<file path="config.mk">
export PLATFORM = sky130hd
export DESIGN_NAME = lru_replacer_unit
export DESIGN_NICKNAME = d
export VERILOG_FILES = /design/src/sv/lru_pkg.sv /design/src/sv/lru_ram.sv /design/src/sv/lru_ctrl.sv /design/src/sv/lru_dpath.sv /design/src/sv/lru_replacer_unit.sv
export SDC_FILE = /design/constraint.sdc
export NUM_CORES = 1
export LEC_CHECK = 0
export BUFFER_PORTS_ARGS = -buffer_cell sky130_fd_sc_hd__buf_4
export CORE_AREA = 2 2 259 261
export CTS_CLUSTER_DIAMETER = 30
export CTS_CLUSTER_SIZE = 30
export DETAILED_ROUTE_END_ITERATION = 6
export DIE_AREA = 0 0 261 263
export PLACE_DENSITY_LB_ADDON = 0.2
export SETUP_SLACK_MARGIN = 0.15
export SLEW_MARGIN = 20
export SYNTH_ARGS = -nofsm -noshare
export SYNTH_HDL_FRONTEND = slang
export SYNTH_SLANG_ARGS = --single-unit
</file>
<file path="constraint.sdc">
create_clock -name clk -period 4.5 [get_ports clk]
set_input_delay 0.45 -clock clk [delete_from_list [all_inputs] [get_ports clk]]
set_output_delay 0.45 -clock clk [all_outputs]
set_load 0.03 [all_outputs]
</file>
<file path="src/sv/lru_pkg.sv">
// Shared types and constants for the LRU replacement list.
package lru_pkg;

    localparam int FID_W = 6;
    localparam int CNT_W = 7;
    localparam int KIND_W = 2;

    localparam logic [KIND_W-1:0] KIND_INSERT = 2'd0;
    localparam logic [KIND_W-1:0] KIND_ERASE  = 2'd1;
    localparam logic [KIND_W-1:0] KIND_VICTIM = 2'd2;

    // Commands from the controller to the datapath
    typedef struct packed {
        logic capture;  // latch the request, start link reads
        logic unlink;   // take the target frame out of the chain
        logic link;     // place the target frame at the newest end
        logic emit;     // load the result register
    } lru_cmd_t;

    // Status from the datapath to the controller
    typedef struct packed {
        logic need_link;  // request is an insert that is carried out
        logic out_free;   // result register can take a beat
    } lru_stat_t;

endpackage

</file>
<file path="src/sv/lru_ram.sv">
// Generic single-write, single-read RAM with registered read data.
module lru_ram #(
    parameter int WIDTH = 6,
    parameter int DEPTH = 64
) (
    input  logic                     clk,
    input  logic                     we,
    input  logic [$clog2(DEPTH)-1:0] waddr,
    input  logic [WIDTH-1:0]         wdata,
    input  logic [$clog2(DEPTH)-1:0] raddr,
    output logic [WIDTH-1:0]         rdata
);

    logic [WIDTH-1:0] mem [DEPTH];
    logic [WIDTH-1:0] rdata_reg;

    always_ff @(posedge clk)
    begin
        if (we)
        begin
            mem[waddr] <= wdata;
        end
        rdata_reg <= mem[raddr];
    end

    assign rdata = rdata_reg;

endmodule

</file>
<file path="src/sv/lru_ctrl.sv">
// Controller state machine sequencing read, unlink, link and result load.
module lru_ctrl
    import lru_pkg::*;
(
    input  logic      clk,
    input  logic      rst_n,
    input  logic      in_valid,
    output logic      in_ready,
    input  lru_stat_t stat,
    output lru_cmd_t  cmd
);

    localparam logic [1:0] S_IDLE   = 2'd0;
    localparam logic [1:0] S_UNLINK = 2'd1;
    localparam logic [1:0] S_LINK   = 2'd2;

    logic [1:0] state_reg;
    logic [1:0] state_next;

    // Next state and commands
    always_comb
    begin
        state_next  = state_reg;
        cmd         = '0;
        in_ready    = 1'b0;
        unique case (state_reg)
            S_IDLE:
            begin
                in_ready = 1'b1;
                if (in_valid)
                begin
                    cmd.capture = 1'b1;
                    state_next  = S_UNLINK;
                end
            end
            S_UNLINK:
            begin
                if (stat.need_link)
                begin
                    cmd.unlink = 1'b1;
                    state_next = S_LINK;
                end
                else if (stat.out_free)
                begin
                    cmd.unlink = 1'b1;
                    cmd.emit   = 1'b1;
                    state_next = S_IDLE;
                end
            end
            S_LINK:
            begin
                if (stat.out_free)
                begin
                    cmd.link   = 1'b1;
                    cmd.emit   = 1'b1;
                    state_next = S_IDLE;
                end
            end
            default:
            begin
                state_next = S_IDLE;
            end
        endcase
    end

    // State register
    always_ff @(posedge clk or negedge rst_n)
    begin
        if (!rst_n)
        begin
            state_reg <= S_IDLE;
        end
        else
        begin
            state_reg <= state_next;
        end
    end

endmodule

</file>
<file path="src/sv/lru_dpath.sv">
// Datapath: link RAMs, presence bits, list ends, count and result register.
module lru_dpath
    import lru_pkg::*;
#(
    parameter int FRAMES = 64
) (
    input  logic              clk,
    input  logic              rst_n,
    input  logic [KIND_W-1:0] kind,
    input  logic [FID_W-1:0]  frame_id,
    input  lru_cmd_t          cmd,
    output lru_stat_t         stat,
    output logic              out_valid,
    input  logic              out_ready,
    output logic              ok,
    output logic [FID_W-1:0]  victim_frame,
    output logic [CNT_W-1:0]  entry_count
);

    // Only frames reachable through the frame number field are stored
    localparam int SLOTS = (FRAMES < (1 << FID_W)) ? FRAMES : (1 << FID_W);
    localparam int AW    = $clog2(SLOTS);
    localparam int PW    = 1 << AW;

    logic [PW-1:0]    present_reg;
    logic [AW-1:0]    newest_reg;
    logic [AW-1:0]    oldest_reg;
    logic [CNT_W-1:0] tracked_reg;

    // Request latched at acceptance
    logic [AW-1:0]    tgt_reg;
    logic             ins_reg;
    logic             rm_reg;
    logic             clr_reg;
    logic             vic_reg;
    logic             okf_reg;

    logic             out_valid_reg;
    logic             ok_reg;
    logic [FID_W-1:0] victim_reg;
    logic [CNT_W-1:0] count_reg;

    logic             in_range;
    logic             hit;
    logic             do_ins;
    logic             do_era;
    logic             do_vic;
    logic [AW-1:0]    tgt;
    logic [AW-1:0]    rd_addr;

    logic             mid_unlink;
    logic             tail_link;
    logic             prev_we;
    logic [AW-1:0]    prev_waddr;
    logic [AW-1:0]    prev_wdata;
    logic [AW-1:0]    prev_rdata;
    logic             next_we;
    logic [AW-1:0]    next_waddr;
    logic [AW-1:0]    next_wdata;
    logic [AW-1:0]    next_rdata;

    // Decode of the incoming beat
    assign in_range = (32'(frame_id) < SLOTS);
    assign hit      = present_reg[frame_id[AW-1:0]];
    assign do_ins   = (kind == KIND_INSERT) && in_range;
    assign do_era   = (kind == KIND_ERASE) && in_range && hit;
    assign do_vic   = (kind == KIND_VICTIM) && (tracked_reg != '0);
    assign tgt      = (kind == KIND_VICTIM) ? oldest_reg : frame_id[AW-1:0];

    // Read address follows the incoming beat at capture, then holds the target
    // so the link words stay put while the result register is busy
    assign rd_addr  = cmd.capture ? tgt : tgt_reg;

    always_ff @(posedge clk)
    begin
        if (cmd.capture)
        begin
            tgt_reg <= tgt;
            ins_reg <= do_ins;
            rm_reg  <= do_era || do_vic || (do_ins && hit);
            clr_reg <= do_era || do_vic;
            vic_reg <= do_vic;
            okf_reg <= do_ins || do_era || do_vic;
        end
    end

    // Link store writes: bypass neighbors on unlink, hook onto newest on link
    assign mid_unlink = cmd.unlink && rm_reg && (tracked_reg > 7'd1)
                        && (tgt_reg != newest_reg) && (tgt_reg != oldest_reg);
    assign tail_link  = cmd.link && (tracked_reg != '0);

    always_comb
    begin
        prev_we = mid_unlink || tail_link;
        next_we = mid_unlink || tail_link;
        if (mid_unlink)
        begin
            prev_waddr = next_rdata;
            prev_wdata = prev_rdata;
            next_waddr = prev_rdata;
            next_wdata = next_rdata;
        end
        else
        begin
            prev_waddr = newest_reg;
            prev_wdata = tgt_reg;
            next_waddr = tgt_reg;
            next_wdata = newest_reg;
        end
    end

    lru_ram #(.WIDTH(AW), .DEPTH(SLOTS)) u_prev_ram (
        .clk   (clk),
        .we    (prev_we),
        .waddr (prev_waddr),
        .wdata (prev_wdata),
        .raddr (rd_addr),
        .rdata (prev_rdata)
    );

    lru_ram #(.WIDTH(AW), .DEPTH(SLOTS)) u_next_ram (
        .clk   (clk),
        .we    (next_we),
        .waddr (next_waddr),
        .wdata (next_wdata),
        .raddr (rd_addr),
        .rdata (next_rdata)
    );

    // List ends, count and presence
    always_ff @(posedge clk or negedge rst_n)
    begin
        if (!rst_n)
        begin
            present_reg <= '0;
            newest_reg  <= '0;
            oldest_reg  <= '0;
            tracked_reg <= '0;
        end
        else if (cmd.unlink)
        begin
            if (rm_reg)
            begin
                tracked_reg <= tracked_reg - 7'd1;
                if (tracked_reg > 7'd1)
                begin
                    if (tgt_reg == newest_reg)
                    begin
                        newest_reg <= next_rdata;
                    end
                    else if (tgt_reg == oldest_reg)
                    begin
                        oldest_reg <= prev_rdata;
                    end
                end
            end
            if (clr_reg)
            begin
                present_reg[tgt_reg] <= 1'b0;
            end
        end
        else if (cmd.link)
        begin
            present_reg[tgt_reg] <= 1'b1;
            tracked_reg          <= tracked_reg + 7'd1;
            newest_reg           <= tgt_reg;
            if (tracked_reg == '0)
            begin
                oldest_reg <= tgt_reg;
            end
        end
    end

    // Result register
    always_ff @(posedge clk or negedge rst_n)
    begin
        if (!rst_n)
        begin
            out_valid_reg <= 1'b0;
        end
        else if (cmd.emit)
        begin
            out_valid_reg <= 1'b1;
        end
        else if (out_ready)
        begin
            out_valid_reg <= 1'b0;
        end
    end

    always_ff @(posedge clk)
    begin
        if (cmd.emit)
        begin
            if (cmd.link)
            begin
                ok_reg     <= 1'b1;
                victim_reg <= '0;
                count_reg  <= tracked_reg + 7'd1;
            end
            else
            begin
                ok_reg     <= okf_reg;
                victim_reg <= vic_reg ? FID_W'(tgt_reg) : '0;
                count_reg  <= tracked_reg - CNT_W'(rm_reg);
            end
        end
    end

    assign stat.need_link = ins_reg;
    assign stat.out_free  = !out_valid_reg || out_ready;
    assign out_valid      = out_valid_reg;
    assign ok             = ok_reg;
    assign victim_frame   = victim_reg;
    assign entry_count    = count_reg;

endmodule

</file>
<file path="src/sv/lru_replacer_unit.sv">
// Top level of the LRU replacement list: controller plus datapath.
// Result register is loaded on leaving the unlink state for erase, victim and
// unknown kinds, or the link state for insert; either waits while it is full.
// Requests are taken one at a time: a new beat is accepted only back in idle, with
// the steps set by the registered read and single write port of each link RAM.
// Reset: asynchronous active low; list empty, count zero; link RAMs are not cleared.
module lru_replacer_unit
    import lru_pkg::*;
#(
    parameter int FRAMES = 64
) (
    input  logic              clk,
    input  logic              rst_n,
    input  logic              in_valid,
    output logic              in_ready,
    input  logic [KIND_W-1:0] kind,
    input  logic [FID_W-1:0]  frame_id,
    output logic              out_valid,
    input  logic              out_ready,
    output logic              ok,
    output logic [FID_W-1:0]  victim_frame,
    output logic [CNT_W-1:0]  entry_count
);

    lru_cmd_t  cmd;
    lru_stat_t stat;

    lru_ctrl u_ctrl (
        .clk      (clk),
        .rst_n    (rst_n),
        .in_valid (in_valid),
        .in_ready (in_ready),
        .stat     (stat),
        .cmd      (cmd)
    );

    lru_dpath #(.FRAMES(FRAMES)) u_dpath (
        .clk          (clk),
        .rst_n        (rst_n),
        .kind         (kind),
        .frame_id     (frame_id),
        .cmd          (cmd),
        .stat         (stat),
        .out_valid    (out_valid),
        .out_ready    (out_ready),
        .ok           (ok),
        .victim_frame (victim_frame),
        .entry_count  (entry_count)
    );

endmodule

</file>
==> results by group, run 1 <==
Outcome
  • Outcome: complete, no violations

Worst setup path
  • Startpoint Class: flip-flop
  • Worst reg2reg path depth: 8
  • Worst R2R Start: u_dpath.tracked_reg[1]$_DFFE_PN0P_
  • Kind of end point of the critical path: flip-flop
  • CP required: 4.85 ns
  • FF-to-FF End: u_dpath.u_prev_ram.mem[46][1]$_DFFE_PP_
  • Worst R2R Setup Slack: 0.43 ns
  • WP data arrival: 4.42 ns
  • Max FO, Critical Path: 23
  • Crit Path Class: flip-flop to flip-flop

Route
  • DRT iter0 DRCs: approximately 3100
  • Remaining DRCs: 0
  • Antenna viol nets, final: 0
  • Drt pass-1 iters: 6
  • Via/cell ratio: 6.79
  • DR WL/cell: about 27 µm
  • Via count: ~27000
  • Final Routed Wirelength: approximately 110 mm

Placed design
  • Port Buf Inserts: 27
  • GP Congestion: 0.924
  • Placed cell count: 3647
  • Post-DP HPWL: 62.4 mm
  • Post-placement cell area: between 40000 and 50000 µm²

Clock tree
  • Clock tree from TritonCTS: done
  • Post-cts resize count: 0
  • Hold_buf cts: 1
  • Clock tree root buffer cell: clkbuf_16
  • Worst-path clk slew: ~0.050 ns
  • Max Root-Sink Buffers: 3
  • Clock latency on the worst-skew pair: around 0.74 ns
  • Clock H-tree levels: 4
  • CTS sink count: approximately 890
  • Num CTS Buffers: approximately 160
  • Post CTS Setup Buffer Count: 0

Pwr
  • VDD IR max: roughly 0.00065 V
  • Leak Pwr: about 16 nW
  • Pwr/cell area: around 800 nW/µm²

Logic synthesis
  • Top cells by area, synth: edfxtp_1 (60%), dfrtp_1 (5.5%), nand3_1 (3.0%), o21ai_0 (2.5%), and3_1 (2.4%)
  • FF+latch count, synth: about 900
  • Synth Net Count: about 2900
  • Synthesis Warnings: 0
  • Most numerous cell in the Yosys netlist: edfxtp_1
  • Average instance area after synthesis: between 10 and 15 µm²
  • Post-synth top flop: edfxtp_1
  • Number of library cell types mapped by synthesis: between 70 and 80
  • Mapped Cells: 2904
  • Synth Cell Area: ~39000 µm²
  • Post-synth EDFFs: between 700 and 800
  • Synth cell count leaders: edfxtp_1 (787), nand3_1 (233), o21ai_0 (196)
  • Post-synth ARST share: 0.0965
  • Area leader, netlist: edfxtp_1
  • Seq/Total Area, Yosys: 0.669
  • Post-synth top area share: 0.605

Die
  • DIE AREA: 68600 µm²
  • Die Wd: 261 µm
  • Row count: 94
  • Die H: about 260 µm
  • IO Pins: 28
  • CORE AREA: ~66000 µm²
  • Starting density of the core: 0.595

Finish
  • Final nets: around 3000
  • Finished Layout Cells: between 3000 and 4000
  • Share of layout cells above drive strength 1: 0.185
  • Area delta synth->final: 17.4%
  • Biggest regs: u_dpath.u_next_ram.mem x384, u_dpath.u_prev_ram.mem x384
  • Final instance area: 45900 µm²

STA
  • Worst relative slew slack: 0.198
  • Clk_skew: 0.0296 ns
  • Max-slew violation count: 0
  • Final period utilization: 0.905
  • Worst-Margin Slew: 1.20 ns
  • Final Critical Period: 4.07 ns
  • RSZ-0062 raised after global routing: false
  • Setup violators final: 0
  • Achievable frequency: about 250 MHz
  • Setup_tns: 0 ns
  • Hold Violations, Final: 0

Hold path
  • Worst hold path startpoint: kind[0]
  • Worst hold path stage count: 2
  • Worst Hold Path EP: u_dpath.ins_reg$_DFFE_PP_
  • HP Class: input port to flip-flop

Flow run
  • Max cap viols: 0

GRT
  • Largest net degree at the start of global routing: 164
  • Vias in the first global route: approximately 26000
  • Initial antenna violation count: 1
  • Gr ovfl total: 0
  • Gr usage total: 0.308
  • Wire length of the first global-routing pass: between 150 and 200 mm
-- per-stage QoR --
step           hold WS (ns)  worst slack [ns]  total power, mW   util
2_1_floorplan         0.154             0.876             19.6      -
3_3_place_gp          0.485             0.586             24.3  0.616
3_5_place_dp          0.495             0.491             24.5  0.616
4_1_cts              0.0853             0.483             36.6  0.699
5_1_grt               0.132             0.238             38.0  0.699
6_report              0.128             0.429             36.8  0.699
-- worst max-delay path by stage --
stage	from	cells after the start	slack, ns	endpoint
global placement	u_dpath.tracked_reg[1]$_DFFE_PN0P_	11	0.59	u_dpath.u_next_ram.mem[27][0]$_DFFE_PP_
finish	u_dpath.tracked_reg[1]$_DFFE_PN0P_	8	0.43	u_dpath.u_prev_ram.mem[46][1]$_DFFE_PP_
global route	u_dpath.tracked_reg[1]$_DFFE_PN0P_	8	0.24	u_dpath.u_prev_ram.mem[41][5]$_DFFE_PP_
floorplan	u_dpath.tracked_reg[1]$_DFFE_PN0P_	11	0.88	u_dpath.u_next_ram.mem[57][0]$_DFFE_PP_
detailed placement	u_dpath.tracked_reg[1]$_DFFE_PN0P_	8	0.49	u_dpath.u_prev_ram.mem[46][3]$_DFFE_PP_
CTS	u_dpath.tracked_reg[1]$_DFFE_PN0P_	8	0.48	u_dpath.u_prev_ram.mem[46][0]$_DFFE_PP_
-- routing by layer --
layer  track usage  vias up  wire [µm]
li1              -    11600          -
met1         0.414    13300      41200
met2         0.486     1553      50800
met3        0.0644      249       9590
met4         0.137        0       3910
met5             0        -          0
-- power by group --
group | leakage, nW | internal (mW) | switching [mW]
Clock | 2.65 | 7.89 | 4.14
Combinational | 4.80 | 3.77 | 9.26
Sequential | 8.36 | 11.2 | 0.533
Total | 15.8 | 22.8 | 13.9
-- critical path, cell delays in order (launching register included) --
cell	delay (ns)
dfrtp_1	0.43
inv_1	0.15
ha_1	0.21
o211ai_1	0.25
o31ai_1	0.14
or3b_2	0.68
and2_1	0.53
or2_2	0.56
nor3_1	0.73
-- cell type report --
class	instances	area [µm²]
Antenna cell	1	2.50
Clock buffer	182	4130
Clock inverter	110	1320
Fill cell	4389	19700
Inverter	23	86.3
Multi-Input combinational cell	1716	11800
Sequential cell	891	26100
Tap cell	864	1080
Timing Repair Buffer	154	1310
-- kinds of logic (layout without fill, tap and decap cells) --
logic type	after synthesis	in the layout	synth area share
AO/OA/AOI/OAI	797	797	0.146
multiplexers	116	116	0.0401
buffers and inverters	297	469	0.0319
AND/OR/NAND/NOR	770	770	0.105
flip-flops	891	891	0.669
adder cells (fa/ha/maj)	10	10	0.00320
other	0	1	0
XOR/XNOR	23	23	0.00516
-- layout by cell type (no fill, tap or decap), types with 27 or more instances in the layout --
| cell type | count |
|---|---|
| o22ai_1 | 48 |
| a211o_1 | 96 |
| nor3_1 | 34 |
| o21ai_0 | 196 |
| nand2_1 | 136 |
| o32a_1 | 48 |
| a32oi_1 | 49 |
| o2111ai_1 | 48 |
| nor4_1 | 30 |
| clkbuf_16 | 159 |
| dfrtp_1 | 86 |
| and3_1 | 151 |
| edfxtp_1 | 787 |
| o31ai_1 | 66 |
| nor2_1 | 72 |
| buf_4 | 140 |
| a21oi_1 | 38 |
| mux2_2 | 72 |
| nand3_1 | 233 |
| a21boi_0 | 96 |
| and2_1 | 27 |
| a31oi_1 | 36 |
Power figures use the tool's default switching activity.
==> run 2, diff against run 1 <==
--- a/config.mk
+++ b/config.mk
@@ -6,11 +6,11 @@
 export NUM_CORES = 1
 export LEC_CHECK = 0
 export BUFFER_PORTS_ARGS = -buffer_cell sky130_fd_sc_hd__buf_4
-export CORE_AREA = 2 2 259 261
+export CORE_AREA = 2 2 298 300
 export CTS_CLUSTER_DIAMETER = 30
 export CTS_CLUSTER_SIZE = 30
 export DETAILED_ROUTE_END_ITERATION = 6
-export DIE_AREA = 0 0 261 263
+export DIE_AREA = 0 0 300 302
 export PLACE_DENSITY_LB_ADDON = 0.2
 export SETUP_SLACK_MARGIN = 0.15
 export SLEW_MARGIN = 20
==> results by group, run 2 (synthesized netlist as in run 1, its figures left out) <==
Finish
  • Area delta synth->final: 19.5%
  • Commonest cells after routing, fill and taps aside: edfxtp_1 (787), nand3_1 (233), o21ai_0 (196), clkbuf_16 (171), and3_1 (151)
  • Biggest regs: u_dpath.u_next_ram.mem x384, u_dpath.u_prev_ram.mem x384
  • Final nets: about 3000
  • Most common cell after layout, fill and taps aside: edfxtp_1
  • Share of layout cells above drive strength 1: 0.190
  • Ant diodes: 0

STA
  • Max-slew violation count: 0
  • Final Critical Period: ~4.0 ns
  • Hold Violations, Final: 0
  • Worst-Margin Slew: 1.13 ns
  • Achievable frequency: around 250 MHz
  • Worst relative slew slack: 0.247
  • Final period utilization: 0.898
  • Setup_tns: 0 ns
  • Final WS setup: roughly 0.46 ns
  • Hold Slack: 0.105 ns
  • RSZ-0062 raised after global routing: false
  • Setup violators final: 0
  • Clk_skew: slightly below 0.05 ns

Die
  • Die Wd: approximately 300 µm
  • DIE AREA: between 90000 and 100000 µm²
  • Die H: 302 µm
  • Starting density of the core: 0.446
  • CORE AREA: a little under 90000 µm²
  • IO Pins: 28
  • Row count: ~110

Worst setup path
  • CP top delay family: simple AND/OR/NAND/NOR gates
  • Crit Path Class: flip-flop to flip-flop
  • Crit-path max cell delay: 0.75 ns
  • Max FO, Critical Path: 23
  • Crit-path cells: inv_1, ha_1, o211ai_1, o31ai_1, or3b_2, buf_12, mux2i_4, nand2_1, nor3_1
  • Worst reg2reg path depth: 9
  • Critical-path top delay cell: or3b_2
  • Worst R2R Start: u_dpath.tracked_reg[1]$_DFFE_PN0P_
  • WP buf/inv: 2
  • CP required: ~4.9 ns
  • WP data arrival: ~4.4 ns
  • Startpoint Class: flip-flop
  • Kind of end point of the critical path: flip-flop
  • FF-to-FF End: u_dpath.u_next_ram.mem[50][2]$_DFFE_PP_
  • Worst R2R Setup Slack: around 0.46 ns

Route
  • Final Routed Wirelength: around 110 mm
  • DRT iter0 DRCs: around 3000
  • Via count: ~26000
  • Drt pass-1 iters: 6
  • DR WL/cell: 25.8 µm
  • Remaining DRCs: 0
  • Via/cell ratio: 6.16
  • Antenna viol nets, final: 0

Flow run
  • Max cap viols: 0

GRT
  • GR Util met2: 0.404
  • Gr ovfl total: 0
  • Busiest grt layer: met2
  • Met1 Usage GRT: 0.325
  • Gr usage total: 0.243
  • Wire length of the first global-routing pass: ~160 mm
  • Vias in the first global route: between 20000 and 30000
  • Initial antenna violation count: 1
  • Met3 GRT Util: 0.0421
  • Largest net degree at the start of global routing: ~130

Hold path
  • Worst hold path stage count: 3
  • Worst hold path startpoint: in_valid
  • Worst Hold Path EP: u_ctrl.state_reg[1]$_DFFE_PN0P_
  • HP Class: input port to flip-flop

Clock tree
  • CTS sink count: 891
  • Clock H-tree levels: 4
  • Clock tree from TritonCTS: done
  • Worst-path clk slew: roughly 0.04 ns
  • Max Root-Sink Buffers: 3
  • Clock tree root buffer cell: clkbuf_16
  • Clock latency on the worst-skew pair: between 0.7 and 0.8 ns
  • Post CTS Setup Buffer Count: 0
  • Num CTS Buffers: about 170

Pwr
  • VDD IR max: 0.000883 V
  • Leak Pwr: roughly 16 nW
  • Pwr/cell area: between 800 and 900 nW/µm²
  • Total Power: between 30 and 40 mW

Outcome
  • Outcome: complete, no violations

Placed design
  • Port Buf Inserts: 27
  • Post-DP HPWL: approximately 67 mm
  • GP Congestion: approximately 0.85
  • Pre-CTS setup slack: 0.501 ns
-- run 2: changes by cell type in the layout (fill, tap and decap cells not counted), sizes merged --
cell / previous run / this run
clkinv: 57 / 61
inv: 44 / 32
bufinv: 22 / 17
buf: 153 / 164
diode: 1 / 0
clkinvlp: 10 / 14
clkbuf: 182 / 212
-- run 2: final cells by class --
type                       count  area [µm²]
multi-input combinational   1716       11800
inverter                      23        86.3
fill                        7232       40900
tap                         1165        1460
clock inverter               101        1240
timing repair buffer         165        1410
clock buffer                 212        4540
sequential                   891       26100
-- run 2: metal layers --
metal,up-vias,wire length [µm]
met2,1120,53900
li1,11700,-
met5,-,0
met4,0,2960
met1,13300,46000
met3,206,7420
-- run 2: worst max-delay path by stage --
| stage | to | cells past startpoint | start | slack, ns |
|---|---|---|---|---|
| detailed placement | u_dpath.u_next_ram.mem[25][4]$_DFFE_PP_ | 10 | u_dpath.tracked_reg[1]$_DFFE_PN0P_ | 0.50 |
| finish | u_dpath.u_next_ram.mem[50][2]$_DFFE_PP_ | 9 | u_dpath.tracked_reg[1]$_DFFE_PN0P_ | 0.46 |
| global placement | u_dpath.u_next_ram.mem[25][2]$_DFFE_PP_ | 10 | u_dpath.tracked_reg[1]$_DFFE_PN0P_ | 0.47 |
| floorplan | u_dpath.u_next_ram.mem[57][0]$_DFFE_PP_ | 11 | u_dpath.tracked_reg[1]$_DFFE_PN0P_ | 0.88 |
| CTS | u_dpath.u_next_ram.mem[43][4]$_DFFE_PP_ | 11 | u_dpath.tracked_reg[1]$_DFFE_PN0P_ | 0.42 |
| global route | u_dpath.u_next_ram.mem[60][1]$_DFFE_PP_ | 10 | u_dpath.tracked_reg[1]$_DFFE_PN0P_ | 0.21 |
-- run 2: timing repair --
item                       4_1_cts  5_1_grt
setup endpoints to repair        0        6
hold buffers                     1        0
hold endpoints to repair        86        0
gates resized for setup          0        1
-- run 2: stage by stage --
step	area (µm²)	std cells	utilization
2_1_floorplan	39100	2904	-
3_3_place_gp	40900	3959	0.467
3_5_place_dp	40900	3959	0.467
4_1_cts	46700	4273	0.533
5_1_grt	46700	4273	0.533
6_report	46700	4273	0.533
-- run 2: where the power goes --
group          total [mW]  switching (mW)  leakage, nW  internal [mW]
registers            11.7           0.551         8.36           11.2
logic                13.2            9.37         4.85           3.82
clock network        12.5            4.30         2.78           8.18
-- run 2: worst register-to-register path, stage by stage, from the launching register on --
cell and delay, ns:
dfrtp_1 0.44, inv_1 0.15, ha_1 0.21, o211ai_1 0.26, o31ai_1 0.14, or3b_2 0.75, buf_12 0.29, mux2i_4 0.36
nand2_1 0.33, nor3_1 0.73
